**src/bamm_pkg.sv**
```systemverilog
// Shared widths, codes and handshake structs for the block average/max/min unit.
// No dependencies; used by bamm_ctrl, bamm_dp and block_average_max_min_unit.
package bamm_pkg;

	// sizing
	localparam int MAX_BLOCK   = 256;
	localparam int SAMPLE_BITS = 12;
	localparam int LEN_BITS    = $clog2(MAX_BLOCK + 1);
	localparam int SUM_BITS    = SAMPLE_BITS + $clog2(MAX_BLOCK);
	localparam int DIV_CNT_W   = $clog2(SUM_BITS);

	// configuration register file
	localparam int MODE_W     = 2;
	localparam int LEN_REG_W  = 9;
	localparam int CFG_IDX_W  = 2;
	localparam int CFG_DATA_W = 9;

	localparam logic [CFG_IDX_W-1:0] REG_MODE   = 2'd0;
	localparam logic [CFG_IDX_W-1:0] REG_ENABLE = 2'd1;
	localparam logic [CFG_IDX_W-1:0] REG_LENGTH = 2'd2;

	localparam logic [MODE_W-1:0] MODE_AVG  = 2'd0;
	localparam logic [MODE_W-1:0] MODE_MAX  = 2'd1;
	localparam logic [MODE_W-1:0] MODE_MIN  = 2'd2;
	localparam logic [MODE_W-1:0] MODE_NONE = 2'd3;

	localparam logic [MODE_W-1:0]    MODE_RST   = MODE_MIN;
	localparam logic [LEN_REG_W-1:0] LENGTH_RST = 9'd10;

	// controller -> datapath
	typedef struct packed {
		logic take;      // sample beat accepted this cycle
		logic div_step;  // one restoring divide step
		logic load_out;  // move pending result into the output register
	} ctrl_cmd_t;

	// datapath -> controller
	typedef struct packed {
		logic emit;      // current sample closes a block that reports
		logic avg;       // mode is average, result needs the divider
		logic out_free;  // output register can take a result this cycle
	} dp_stat_t;

endpackage

```
**src/bamm_ctrl.sv**
```systemverilog
// Sequencer for the block statistics unit: sample intake, divide, result hand-off.
// Depends on bamm_pkg for the command and status structs.
module bamm_ctrl (
	input  logic                 clk,
	input  logic                 arst_n,
	input  logic                 in_valid,
	output logic                 in_stall,
	input  bamm_pkg::dp_stat_t   st,
	output bamm_pkg::ctrl_cmd_t  cmd
);

	typedef enum logic [1:0] {
		ST_IDLE,
		ST_DIV,
		ST_PUSH
	} state_t;

	localparam logic [bamm_pkg::DIV_CNT_W-1:0] DIV_LAST =
		bamm_pkg::DIV_CNT_W'(bamm_pkg::SUM_BITS - 1);

	state_t                           state_q;
	logic [bamm_pkg::DIV_CNT_W-1:0]   cnt_q;

	// state and divide step count
	always_ff @(posedge clk or negedge arst_n) begin
		if (!arst_n) begin
			state_q <= ST_IDLE;
			cnt_q   <= '0;
		end else begin
			case (state_q)
				ST_IDLE: begin
					if (in_valid && st.emit) begin
						if (st.avg) begin
							state_q <= ST_DIV;
							cnt_q   <= '0;
						end else begin
							state_q <= ST_PUSH;
						end
					end
				end
				ST_DIV: begin
					if (cnt_q == DIV_LAST) begin
						state_q <= ST_PUSH;
					end else begin
						cnt_q <= cnt_q + 1'b1;
					end
				end
				ST_PUSH: begin
					if (st.out_free) begin
						state_q <= ST_IDLE;
					end
				end
				default: begin
					state_q <= ST_IDLE;
				end
			endcase
		end
	end

	// commands follow the state
	always_comb begin
		in_stall     = (state_q != ST_IDLE);
		cmd.take     = (state_q == ST_IDLE) && in_valid;
		cmd.div_step = (state_q == ST_DIV);
		cmd.load_out = (state_q == ST_PUSH) && st.out_free;
	end

endmodule

```
**src/bamm_dp.sv**
```systemverilog
// Datapath: config registers, running sum/max/min, serial divider, output register.
// Depends on bamm_pkg for widths, codes and the command and status structs.
module bamm_dp (
	input  logic                                  clk,
	input  logic                                  arst_n,
	input  logic                                  cfg_we,
	input  logic [bamm_pkg::CFG_IDX_W-1:0]        cfg_index,
	input  logic [bamm_pkg::CFG_DATA_W-1:0]       cfg_data,
	input  logic [bamm_pkg::SAMPLE_BITS-1:0]      sample,
	input  bamm_pkg::ctrl_cmd_t                   cmd,
	output bamm_pkg::dp_stat_t                    st,
	output logic                                  out_valid,
	input  logic                                  out_stall,
	output logic [bamm_pkg::SAMPLE_BITS-1:0]      value,
	output logic [bamm_pkg::MODE_W-1:0]           kind
);

	localparam int SB = bamm_pkg::SAMPLE_BITS;
	localparam int LB = bamm_pkg::LEN_BITS;
	localparam int SW = bamm_pkg::SUM_BITS;

	// configuration
	logic [bamm_pkg::MODE_W-1:0]    mode_q;
	logic                           enable_q;
	logic [bamm_pkg::LEN_REG_W-1:0] length_q;

	// block accumulators
	logic [SW-1:0] sum_q;
	logic [SB-1:0] max_q;
	logic [SB-1:0] min_q;
	logic [LB-1:0] seen_q;

	// pending result and divider
	logic [SW-1:0]                  dvd_q;
	logic [LB-1:0]                  div_q;
	logic [LB-1:0]                  rem_q;
	logic [SB-1:0]                  res_q;
	logic [bamm_pkg::MODE_W-1:0]    res_kind_q;
	logic                           res_avg_q;

	// output register
	logic                           out_full_q;
	logic [SB-1:0]                  val_q;
	logic [bamm_pkg::MODE_W-1:0]    kind_q;

	logic [LB-1:0] len_eff;
	logic [SW-1:0] sum_next;
	logic [SB-1:0] max_next;
	logic [SB-1:0] min_next;
	logic [LB-1:0] seen_next;
	logic          blk_end;
	logic [LB:0]   rem_shift;
	logic [LB:0]   rem_trial;
	logic          q_bit;

	// configuration writes; unknown indexes are dropped
	always_ff @(posedge clk or negedge arst_n) begin
		if (!arst_n) begin
			mode_q   <= bamm_pkg::MODE_RST;
			enable_q <= 1'b0;
			length_q <= bamm_pkg::LENGTH_RST;
		end else if (cfg_we) begin
			case (cfg_index)
				bamm_pkg::REG_MODE:   mode_q   <= cfg_data[bamm_pkg::MODE_W-1:0];
				bamm_pkg::REG_ENABLE: enable_q <= cfg_data[0];
				bamm_pkg::REG_LENGTH: length_q <= cfg_data[bamm_pkg::LEN_REG_W-1:0];
				default: ;
			endcase
		end
	end

	// effective block length: zero reads as one, large values saturate
	always_comb begin
		if (length_q == '0) begin
			len_eff = LB'(1);
		end else if (int'(length_q) > bamm_pkg::MAX_BLOCK) begin
			len_eff = LB'(bamm_pkg::MAX_BLOCK);
		end else begin
			len_eff = LB'(length_q);
		end
	end

	// accumulator update for the incoming sample
	always_comb begin
		sum_next  = sum_q + SW'(sample);
		max_next  = (sample > max_q) ? sample : max_q;
		min_next  = (sample < min_q) ? sample : min_q;
		seen_next = seen_q + 1'b1;
		blk_end   = (seen_next >= len_eff);
	end

	assign st.emit     = blk_end && enable_q && (mode_q != bamm_pkg::MODE_NONE);
	assign st.avg      = (mode_q == bamm_pkg::MODE_AVG);
	assign st.out_free = !out_full_q || !out_stall;

	always_ff @(posedge clk or negedge arst_n) begin
		if (!arst_n) begin
			sum_q  <= '0;
			max_q  <= '0;
			min_q  <= '1;
			seen_q <= '0;
		end else if (cmd.take) begin
			if (blk_end) begin
				sum_q  <= '0;
				max_q  <= '0;
				min_q  <= '1;
				seen_q <= '0;
			end else begin
				sum_q  <= sum_next;
				max_q  <= max_next;
				min_q  <= min_next;
				seen_q <= seen_next;
			end
		end
	end

	// restoring divide step, one quotient bit per cycle
	always_comb begin
		rem_shift = {rem_q, dvd_q[SW-1]};
		rem_trial = rem_shift - {1'b0, div_q};
		q_bit     = (rem_shift >= {1'b0, div_q});
	end

	// capture the closing block, then run the divider
	always_ff @(posedge clk) begin
		if (cmd.take && blk_end) begin
			dvd_q      <= sum_next;
			div_q      <= len_eff;
			rem_q      <= '0;
			res_q      <= (mode_q == bamm_pkg::MODE_MAX) ? max_next : min_next;
			res_kind_q <= mode_q;
			res_avg_q  <= (mode_q == bamm_pkg::MODE_AVG);
		end else if (cmd.div_step) begin
			dvd_q <= {dvd_q[SW-2:0], q_bit};
			rem_q <= q_bit ? rem_trial[LB-1:0] : rem_shift[LB-1:0];
		end
	end

	// output register
	always_ff @(posedge clk or negedge arst_n) begin
		if (!arst_n) begin
			out_full_q <= 1'b0;
		end else if (cmd.load_out) begin
			out_full_q <= 1'b1;
		end else if (!out_stall) begin
			out_full_q <= 1'b0;
		end
	end

	always_ff @(posedge clk) begin
		if (cmd.load_out) begin
			val_q  <= res_avg_q ? dvd_q[SB-1:0] : res_q;
			kind_q <= res_kind_q;
		end
	end

	assign out_valid = out_full_q;
	assign value     = val_q;
	assign kind      = kind_q;

endmodule

```
**src/block_average_max_min_unit.sv**
```systemverilog
// Block average/max/min unit. A sample beat that does not close a block is taken and the
// next may follow at once. A closing beat is captured in the pending result registers and
// then moved into the output register once it is free; for average a serial restoring
// divider runs SUM_BITS steps in between. Input stalls from a closing
// beat that reports until its result is in the output register, longer while a held result
// blocks it. Asynchronous active-low reset sets mode to minimum, enable off, length ten,
// and sets the accumulators to block start (min all ones); no clearing pass.
module block_average_max_min_unit (
	input  logic                                  clk,
	input  logic                                  arst_n,
	input  logic                                  cfg_we,
	input  logic [bamm_pkg::CFG_IDX_W-1:0]        cfg_index,
	input  logic [bamm_pkg::CFG_DATA_W-1:0]       cfg_data,
	input  logic                                  in_valid,
	output logic                                  in_stall,
	input  logic [bamm_pkg::SAMPLE_BITS-1:0]      sample,
	output logic                                  out_valid,
	input  logic                                  out_stall,
	output logic [bamm_pkg::SAMPLE_BITS-1:0]      value,
	output logic [bamm_pkg::MODE_W-1:0]           kind
);

	bamm_pkg::ctrl_cmd_t cmd;
	bamm_pkg::dp_stat_t  st;

	bamm_ctrl u_ctrl (
		.clk      (clk),
		.arst_n   (arst_n),
		.in_valid (in_valid),
		.in_stall (in_stall),
		.st       (st),
		.cmd      (cmd)
	);

	bamm_dp u_dp (
		.clk       (clk),
		.arst_n    (arst_n),
		.cfg_we    (cfg_we),
		.cfg_index (cfg_index),
		.cfg_data  (cfg_data),
		.sample    (sample),
		.cmd       (cmd),
		.st        (st),
		.out_valid (out_valid),
		.out_stall (out_stall),
		.value     (value),
		.kind      (kind)
	);

`ifndef ASSERT_OFF
	// a waiting result is never overwritten
	a_load_free: assert property (@(posedge clk) disable iff (!arst_n)
		cmd.load_out |-> (!out_valid || !out_stall))
		else $error("result loaded over a stalled output beat");

	// no sample beat is taken while the divider runs
	a_no_take_div: assert property (@(posedge clk) disable iff (!arst_n)
		cmd.div_step |-> (in_stall && !cmd.take))
		else $error("sample taken during divide");

	// an average block end starts the divider next cycle
	a_avg_div: assert property (@(posedge clk) disable iff (!arst_n)
		(cmd.take && st.emit && st.avg) |=> cmd.div_step)
		else $error("divider not started for average");
`endif

endmodule

```
**config.mk**
```make
export PLATFORM = sky130hd
export DESIGN_NAME = block_average_max_min_unit
export DESIGN_NICKNAME = d
export VERILOG_FILES = /design/src/bamm_pkg.sv /design/src/bamm_ctrl.sv /design/src/bamm_dp.sv /design/src/block_average_max_min_unit.sv
export SDC_FILE = /design/constraint.sdc
export NUM_CORES = 1
export LEC_CHECK = 0
export BUFFER_PORTS_ARGS = -buffer_cell sky130_fd_sc_hd__buf_2
export CORE_ASPECT_RATIO = 1.4
export CORE_UTILIZATION = 45
export DETAILED_ROUTE_END_ITERATION = 8
export PLACE_DENSITY = 0.66
export SLEW_MARGIN = 10
export SYNTH_ARGS = -nofsm -noshare
export SYNTH_HDL_FRONTEND = slang
export SYNTH_SLANG_ARGS = --single-unit
```
**constraint.sdc**
```tcl
create_clock -name clk -period 3.4 [get_ports clk]
set_input_delay 0.34 -clock clk [delete_from_list [all_inputs] [get_ports clk]]
set_output_delay 0.34 -clock clk [all_outputs]
set_load 0.01 [all_outputs]
```
; ---- Word-level counts from Yosys, hierarchy flattened
; Index checks and enable logic that the tools add are counted.
[totals]
in_bits = 28
wordCells = 85
regBits = 140
out_inout_bits = 16
[op_classes]
addsub = 4
n_eq_ne = 13
order_cmp = 5
reduce_logical = 21
mux = 24
[ops]
columns = op, n
row1 = $mux W12, 6
row2 = $mux W20, 3
row3 = $mux W9, 4
row4 = $add A20 B12 Y20, 1
row5 = $mux W5, 3
row6 = $gt A12 B12 Y1, 1
row7 = $lt A12 B12 Y1, 1
row8 = $ge A10 B9 Y1, 1
row9 = $pmux W5 S2, 1
row10 = $add A9 B1 Y9 const B, 1
row11 = $ge A9 B9 Y1, 1
row12 = $gt A9 B9 Y1 const B, 1
row13 = $logic_not A9 Y1, 1
row14 = $sub A9 B9 Y9, 1
row15 = $mux W2, 4
row16 = $ne A2 B1 Y1 const B, 4
row17 = $eq A2 B1 Y1 const B, 3
row18 = $logic_and A1 B1 Y1, 6
row19 = $logic_not A2 Y1, 3
row20 = $ne A2 B2 Y1 const B, 3
row21 = $pmux W2 S3, 1
row22 = $reduce_and A2 Y1, 3
row23 = $reduce_bool A2 Y1, 3
row24 = $add A5 B1 Y5 const B, 1
row25 = 7 further kinds, 10

; ---- Longest topological paths before layout
[depth]
ltp_word = 9
mapped_depth = 13
ltp_nobuf = 12

; ---- By module
; From an unflattened synthesis, not the netlist that was laid out.
[hier_totals]
hier_cells = 732
area_unflattened_um2 = 7958.9
[modules_own_cells]
columns = mod, cells_per_inst, n_inst, seq_area_each_um2, area_per_inst_um2
row1 = bamm_dp, 690, 1, 3592.2, 7529.7
row2 = bamm_ctrl, 42, 1, 175.2, 429.2

; ---- Worst setup path after synthesis
; OpenSTA, ideal clock, no wires.
[synth_timing]
kind = register -> register
startpoint = reg u_dp.seen_q[0]
endpoint = reg u_dp.dvd_q[0] (enable)
path_slack_ns = 0.132
setup_ns = 0.394
path_stages_with_launch = 13
t_arrival_ns = 2.874
required_ns = 3.006
synth_period_minus_slack_ns = 3.268
path_cell_list = dfrtp_1 > ha_1 > nand3_1 > nor2_1 > xor2_1 > ha_1 > and4_1 > a21oi_1 > o21ai_1 > o21ai_2 > buf_2 > buf_2 > nand2_1
[synth_between]
elab_chain_cells = 4
[synth_rtl]
columns = element, line
row1 = "start, declared", bamm_dp.sv:31  ; logic [LB-1:0] seen_q;
row2 = "start signal, assigned", bamm_dp.sv:112  ; seen_q <= seen_next;
row3 = $add A9 B1 Y9, bamm_dp.sv:88  ; seen_next = seen_q + 1'b1;
row4 = $ge A9 B9 Y1, bamm_dp.sv:89  ; blk_end = (seen_next >= len_eff);
row5 = $logic_and A1 B1 Y1, bamm_dp.sv:126  ; if (cmd.take && blk_end) begin
row6 = $reduce_bool A2 Y1 (no line), n/a
row7 = "end signal, assigned", bamm_dp.sv:127  ; dvd_q <= sum_next;
row8 = "end signal, assigned", bamm_dp.sv:134  ; dvd_q <= {dvd_q[SW-2:0], q_bit};
row9 = "end, declared", bamm_dp.sv:34  ; logic [SW-1:0] dvd_q;
; Every way passes these cells.
; A chain may end at the register's enable or synchronous reset.

; ---- Worst setup path after layout
[layout_timing]
startpoint = reg u_dp.seen_q[0]
endpoint = reg u_dp.dvd_q[13] (data pin)
[layout_between]
elab_chain_cells = 4
[layout_rtl]
columns = element, line
row1 = $add A9 B1 Y9, bamm_dp.sv:88
row2 = $ge A9 B9 Y1, bamm_dp.sv:89
row3 = $logic_and A1 B1 Y1, bamm_dp.sv:126
row4 = $mux W20, bamm_dp.sv:126
; Every way passes these cells.

==> impl_metrics.prom <==
# TYPE chip_impl_metric gauge
chip_impl_info{name="status",value="complete, no violations"} 1
chip_impl_info{name="r2r_start",value="u_dp.seen_q[0]"} 1
chip_impl_info{name="cts.root.buffer_cell",value="sky130_fd_sc_hd__clkbuf_16"} 1
chip_impl_metric{name="clk_latency",unit="ns"} 0.43
chip_impl_metric{name="drt_pre_antenna_iters",unit=""} 5
chip_impl_metric{name="routed-via-count",unit=""} 6038
chip_impl_metric{name="diodes",unit=""} 0
chip_impl_info{name="endpoint_type_of_the_worst_setup_path",value="register"} 1
chip_impl_metric{name="tot_gr_track_use",unit="%"} 22.84
chip_impl_metric{name="synth.top_cell.area_share",unit="%"} 21.83
chip_impl_metric{name="wl_per_cell",unit="um"} 18.68
chip_impl_metric{name="drt-initial-drc-count",unit=""} 537
chip_impl_metric{name="arrival",unit="ns"} 3.36
chip_impl_metric{name="worst_clock_skew",unit="ns"} 0.01005
chip_impl_metric{name="worst-slew-pin-transition",unit="ns"} 0.9851
chip_impl_metric{name="ys_ff_latch",unit=""} 140
chip_impl_metric{name="drv.max_cap_violation_count",unit=""} 0
chip_impl_metric{name="core.rowCount",unit=""} 57
chip_impl_metric{name="critPathRequiredTime",unit="ns"} 3.57
chip_impl_metric{name="syn_inst_count",unit=""} 739
chip_impl_metric{name="reg2reg_slack",unit="ns"} 0.21
chip_impl_metric{name="grt.overflow.total",unit=""} 0
chip_impl_metric{name="cts-buffers-inserted",unit=""} 17
chip_impl_metric{name="synth_sequential_area_ratio",unit="%"} 47.21
chip_impl_metric{name="maxClockFrequency",unit="MHz"} 313.5
chip_impl_metric{name="place.port_buffers",unit=""} 43
chip_impl_info{name="reg2reg_to",value="u_dp.dvd_q[13]"} 1
chip_impl_metric{name="ir_drop",unit="mV"} 0.5568
chip_impl_metric{name="grt_pass1_wl",unit="mm"} 31.95
chip_impl_metric{name="cts.sinks",unit=""} 140
chip_impl_metric{name="critPathMaxFanout",unit=""} 11
chip_impl_metric{name="register_area",unit="mm^2"} 0.003767
chip_impl_metric{name="slew_viol_final",unit=""} 0
chip_impl_metric{name="finalSetupViolCount",unit=""} 0
chip_impl_metric{name="area_of_the_core",unit="mm^2"} 0.01733
chip_impl_metric{name="post_synth_num_cell_types",unit=""} 78
chip_impl_metric{name="clkPwrFrac",unit="%"} 22.5
chip_impl_info{name="list_of_most_frequent_post_synthesis_cells",value="67 x sky130_fd_sc_hd__inv_1, 61 x sky130_fd_sc_hd__nand2_1, 58 x sky130_fd_sc_hd__dfrtp_1, 58 x sky130_fd_sc_hd__edfxtp_1, 55 x sky130_fd_sc_hd__ha_1"} 1
chip_impl_metric{name="max_buffers_root_to_sink",unit=""} 2
chip_impl_metric{name="seq_power_share",unit="%"} 34.8
chip_impl_metric{name="relSlewSlack",unit="%"} 34.33
chip_impl_metric{name="antenna_left",unit=""} 0
chip_impl_metric{name="cts_h_tree_depth",unit=""} 4
chip_impl_metric{name="floorplan.initialDensity",unit="%"} 46.05
chip_impl_metric{name="cellLeakagePower",unit="nW"} 3.950
chip_impl_info{name="yosys.area.top_type",value="sky130_fd_sc_hd__edfxtp_1"} 1
chip_impl_metric{name="ff2ff_path_depth",unit=""} 13
chip_impl_metric{name="grt_pass1_vias",unit=""} 6154
chip_impl_metric{name="clkTransAtPathRegs",unit="ns"} 0.07
chip_impl_metric{name="power.switching_fraction",unit="%"} 39.25
chip_impl_info{name="tritoncts_clock_tree",value="built"} 1
chip_impl_metric{name="power-per-cell-area",unit="mW/mm^2"} 913.3
chip_impl_metric{name="io_pins",unit=""} 44
chip_impl_metric{name="chipWidth",unit="um"} 114.5
chip_impl_metric{name="final.setup.tns",unit="ns"} 0
chip_impl_metric{name="final.fill_count",unit=""} 1536
chip_impl_metric{name="number_of_antenna_violations_at_the_first_check_in_global_routing",unit=""} 0
chip_impl_info{name="setup_crit_path_kind",value="register to register"} 1
chip_impl_info{name="crit_path_start_kind",value="register"} 1
chip_impl_metric{name="finalPower",unit="W"} 0.008282
chip_impl_metric{name="post_synth_instance_area",unit="mm^2"} 0.007980
chip_impl_info{name="min-delay-path-class",value="input port to async pin"} 1
chip_impl_metric{name="number_of_nets_produced_by_synthesis",unit=""} 824
chip_impl_metric{name="postRouteWirelength",unit="mm"} 19.36
chip_impl_metric{name="die_h",unit="um"} 159.6
chip_impl_metric{name="hold_viol",unit=""} 0
chip_impl_metric{name="number_of_flops_mapped_to_enable_cells_by_yosys",unit=""} 58
chip_impl_metric{name="post_cts_buffers",unit=""} 0
chip_impl_metric{name="num-nets-final",unit=""} 872
chip_impl_info{name="synth.most_common_cell",value="sky130_fd_sc_hd__inv_1"} 1
chip_impl_metric{name="area_of_the_die",unit="mm^2"} 0.01828
chip_impl_metric{name="drc_markers",unit=""} 0
chip_impl_metric{name="avgViaCountPerCell",unit=""} 5.828
chip_impl_metric{name="dp.final_hpwl",unit="mm"} 14.24
chip_impl_metric{name="netSwitchingPower",unit="W"} 0.003251
chip_impl_metric{name="syn-mean-instance-area",unit="um^2"} 10.80
chip_impl_metric{name="p_int",unit="W"} 0.005031
chip_impl_info{name="yosys-top-cells-area",value="sky130_fd_sc_hd__edfxtp_1 22%, sky130_fd_sc_hd__dfrtp_1 18%, sky130_fd_sc_hd__ha_1 8.6%"} 1
chip_impl_metric{name="final.min_clock_period",unit="ns"} 3.190
chip_impl_metric{name="grt_max_degree",unit=""} 74
chip_impl_metric{name="multi_input_comb_area",unit="mm^2"} 0.003814
chip_impl_metric{name="post_route_cells_drive_above_1_share",unit="%"} 20.38
chip_impl_metric{name="power.combinational.fraction",unit="%"} 42.7
chip_impl_info{name="dominantRegCellSynth",value="sky130_fd_sc_hd__edfxtp_1"} 1
chip_impl_metric{name="synthArstFlopShare",unit="%"} 52.14
chip_impl_metric{name="post-route-period-util",unit="%"} 93.83
chip_impl_metric{name="area_growth_syn_to_layout",unit="%"} 13.63
chip_impl_metric{name="synth_warnings",unit=""} 0
chip_impl_metric{name="gp_congestion",unit=""} 0.8970
==> power groups by stage <==
stage | sequential (W) | clock [W] | combinational [W]
6_report | 0.00288 | 0.00187 | 0.00353
5_1_grt | 0.00294 | 0.00196 | 0.00394
4_1_cts | 0.00287 | 0.00189 | 0.00353
3_5_place_dp | 0.00289 | 0 | 0.00351
3_3_place_gp | 0.00288 | 0 | 0.00337
2_1_floorplan | 0.00275 | 0 | 0.00268
==> worst max-delay path, cell delays in order (launching register included) <==
cell                        delay, ns
sky130_fd_sc_hd__dfrtp_1         0.44
sky130_fd_sc_hd__ha_2            0.26
sky130_fd_sc_hd__nand3_1         0.16
sky130_fd_sc_hd__nor2_1          0.18
sky130_fd_sc_hd__xor2_1          0.23
sky130_fd_sc_hd__ha_1            0.28
sky130_fd_sc_hd__and4_1          0.24
sky130_fd_sc_hd__a21oi_1         0.23
sky130_fd_sc_hd__o21ai_2         0.15
sky130_fd_sc_hd__o21ai_2         0.19
sky130_fd_sc_hd__inv_2           0.16
sky130_fd_sc_hd__buf_4           0.21
sky130_fd_sc_hd__o2111ai_1       0.09
sky130_fd_sc_hd__nand3_1         0.11
==> final cells by class <==
cell class              count  share of cell area (%)
multi-input cells         499                   42.06
flip-flops and latches    140                   41.55
clock buffers              18                   4.733
repair buffers             60                   3.808
well taps                 236                   3.257
inverters                  69                   2.856
clock inverters            14                   1.739
==> timing repair <==
item,CTS,global route
endpoints found under the hold margin,0,0
endpoints found under the setup margin,0,57
hold buffers,0,0
gates resized for setup,0,4
==> logic make-up after synthesis <==
| family | share of synthesized area, % |
|---|---|
| AO/OA/AOI/OAI | 20.90 |
| flip-flops | 47.21 |
| buffers and inverters | 5.127 |
| adder cells (fa/ha/maj) | 9.125 |
| XOR/XNOR | 2.305 |
| AND/OR/NAND/NOR | 10.38 |
| multiplexers | 4.955 |
==> registers in the layout (all words and copies together), names as in the netlist <==
register	count
u_dp.rem_q	9
u_ctrl.state_q	2
u_dp.seen_q	9
u_dp.kind	2
u_dp.min_q	12
u_dp.value	12
u_dp.dvd_q	20
u_dp.res_kind_q	2
u_dp.res_q	12
u_dp.max_q	12
u_dp.out_valid	1
u_dp.div_q	9
u_dp.mode_q	2
u_dp.res_avg_q	1
u_dp.length_q	9
u_dp.sum_q	20
u_ctrl.cnt_q	5
u_dp.enable_q	1
==> layout by cell type, fill, tap and decap left out, types with 8 or more instances in the layout <==
cell type	netlist	layout
sky130_fd_sc_hd__inv_1	67	67
sky130_fd_sc_hd__nand2_1	61	60
sky130_fd_sc_hd__dfrtp_1	58	58
sky130_fd_sc_hd__edfxtp_1	58	58
sky130_fd_sc_hd__ha_1	55	54
sky130_fd_sc_hd__buf_2	12	42
sky130_fd_sc_hd__mux2_2	32	32
sky130_fd_sc_hd__a21oi_1	30	30
sky130_fd_sc_hd__o21ai_0	26	26
sky130_fd_sc_hd__nor2_1	25	25
sky130_fd_sc_hd__a22o_1	22	22
sky130_fd_sc_hd__nand3_1	20	20
sky130_fd_sc_hd__o211ai_1	18	18
sky130_fd_sc_hd__buf_4	1	18
sky130_fd_sc_hd__clkbuf_16	0	17
sky130_fd_sc_hd__dfstp_2	15	15
sky130_fd_sc_hd__o2111ai_1	13	13
sky130_fd_sc_hd__o22a_1	12	12
sky130_fd_sc_hd__nor3_1	11	11
sky130_fd_sc_hd__xnor2_1	11	11
sky130_fd_sc_hd__o31ai_1	11	11
sky130_fd_sc_hd__a222oi_1	11	11
sky130_fd_sc_hd__xor2_1	10	10
sky130_fd_sc_hd__a21o_1	10	10
sky130_fd_sc_hd__dfxtp_1	9	9
sky130_fd_sc_hd__o21ai_1	9	8
sky130_fd_sc_hd__nor2b_1	8	8
==> how the worst max path moves through the flow <==
| stage | slack (ns) | endpoint | startpoint |
|---|---|---|---|
| 2_1_floorplan | 0.13 | u_dp.dvd_q[0] | u_dp.seen_q[0] |
| 3_3_place_gp | 0.32 | u_dp.min_q[10] | u_dp.seen_q[0] |
| 3_5_place_dp | 0.16 | u_dp.min_q[5] | u_dp.seen_q[0] |
| 4_1_cts | 0.13 | u_dp.min_q[5] | u_dp.seen_q[0] |
| 5_1_grt | -0.004 | u_dp.dvd_q[13] | u_dp.seen_q[0] |
| 6_report | 0.21 | u_dp.dvd_q[13] | u_dp.seen_q[0] |
==> per-stage QoR <==
stage / utilization [%] / instance area, um^2 / hold WS (ns) / worst slack (ns) / std cells
2_1_floorplan: - / 7980 / 0.04441 / 0.1318 / 739
3_3_place_gp: 48.88 / 8471 / 0.4075 / 0.3200 / 1004
3_5_place_dp: 48.88 / 8471 / 0.4056 / 0.1555 / 1004
4_1_cts: 52.26 / 9057 / 0.1111 / 0.1277 / 1036
5_1_grt: 52.32 / 9067 / 0.1422 / -0.003715 / 1036
6_report: 52.32 / 9067 / 0.04044 / 0.2099 / 1036
==> routing by layer <==
| layer | vias up | routed length, um | GRT usage [%] |
|---|---|---|---|
| met5 | - | 0 | 0 |
| met1 | 3015 | 8326 | 28.19 |
| met3 | 29 | 617 | 3.997 |
| met4 | 0 | 455 | 8.383 |
| li1 | 2866 | - | - |
| met2 | 128 | 9957 | 39.56 |
No activity file was read; power rests on OpenSTA's default activity.
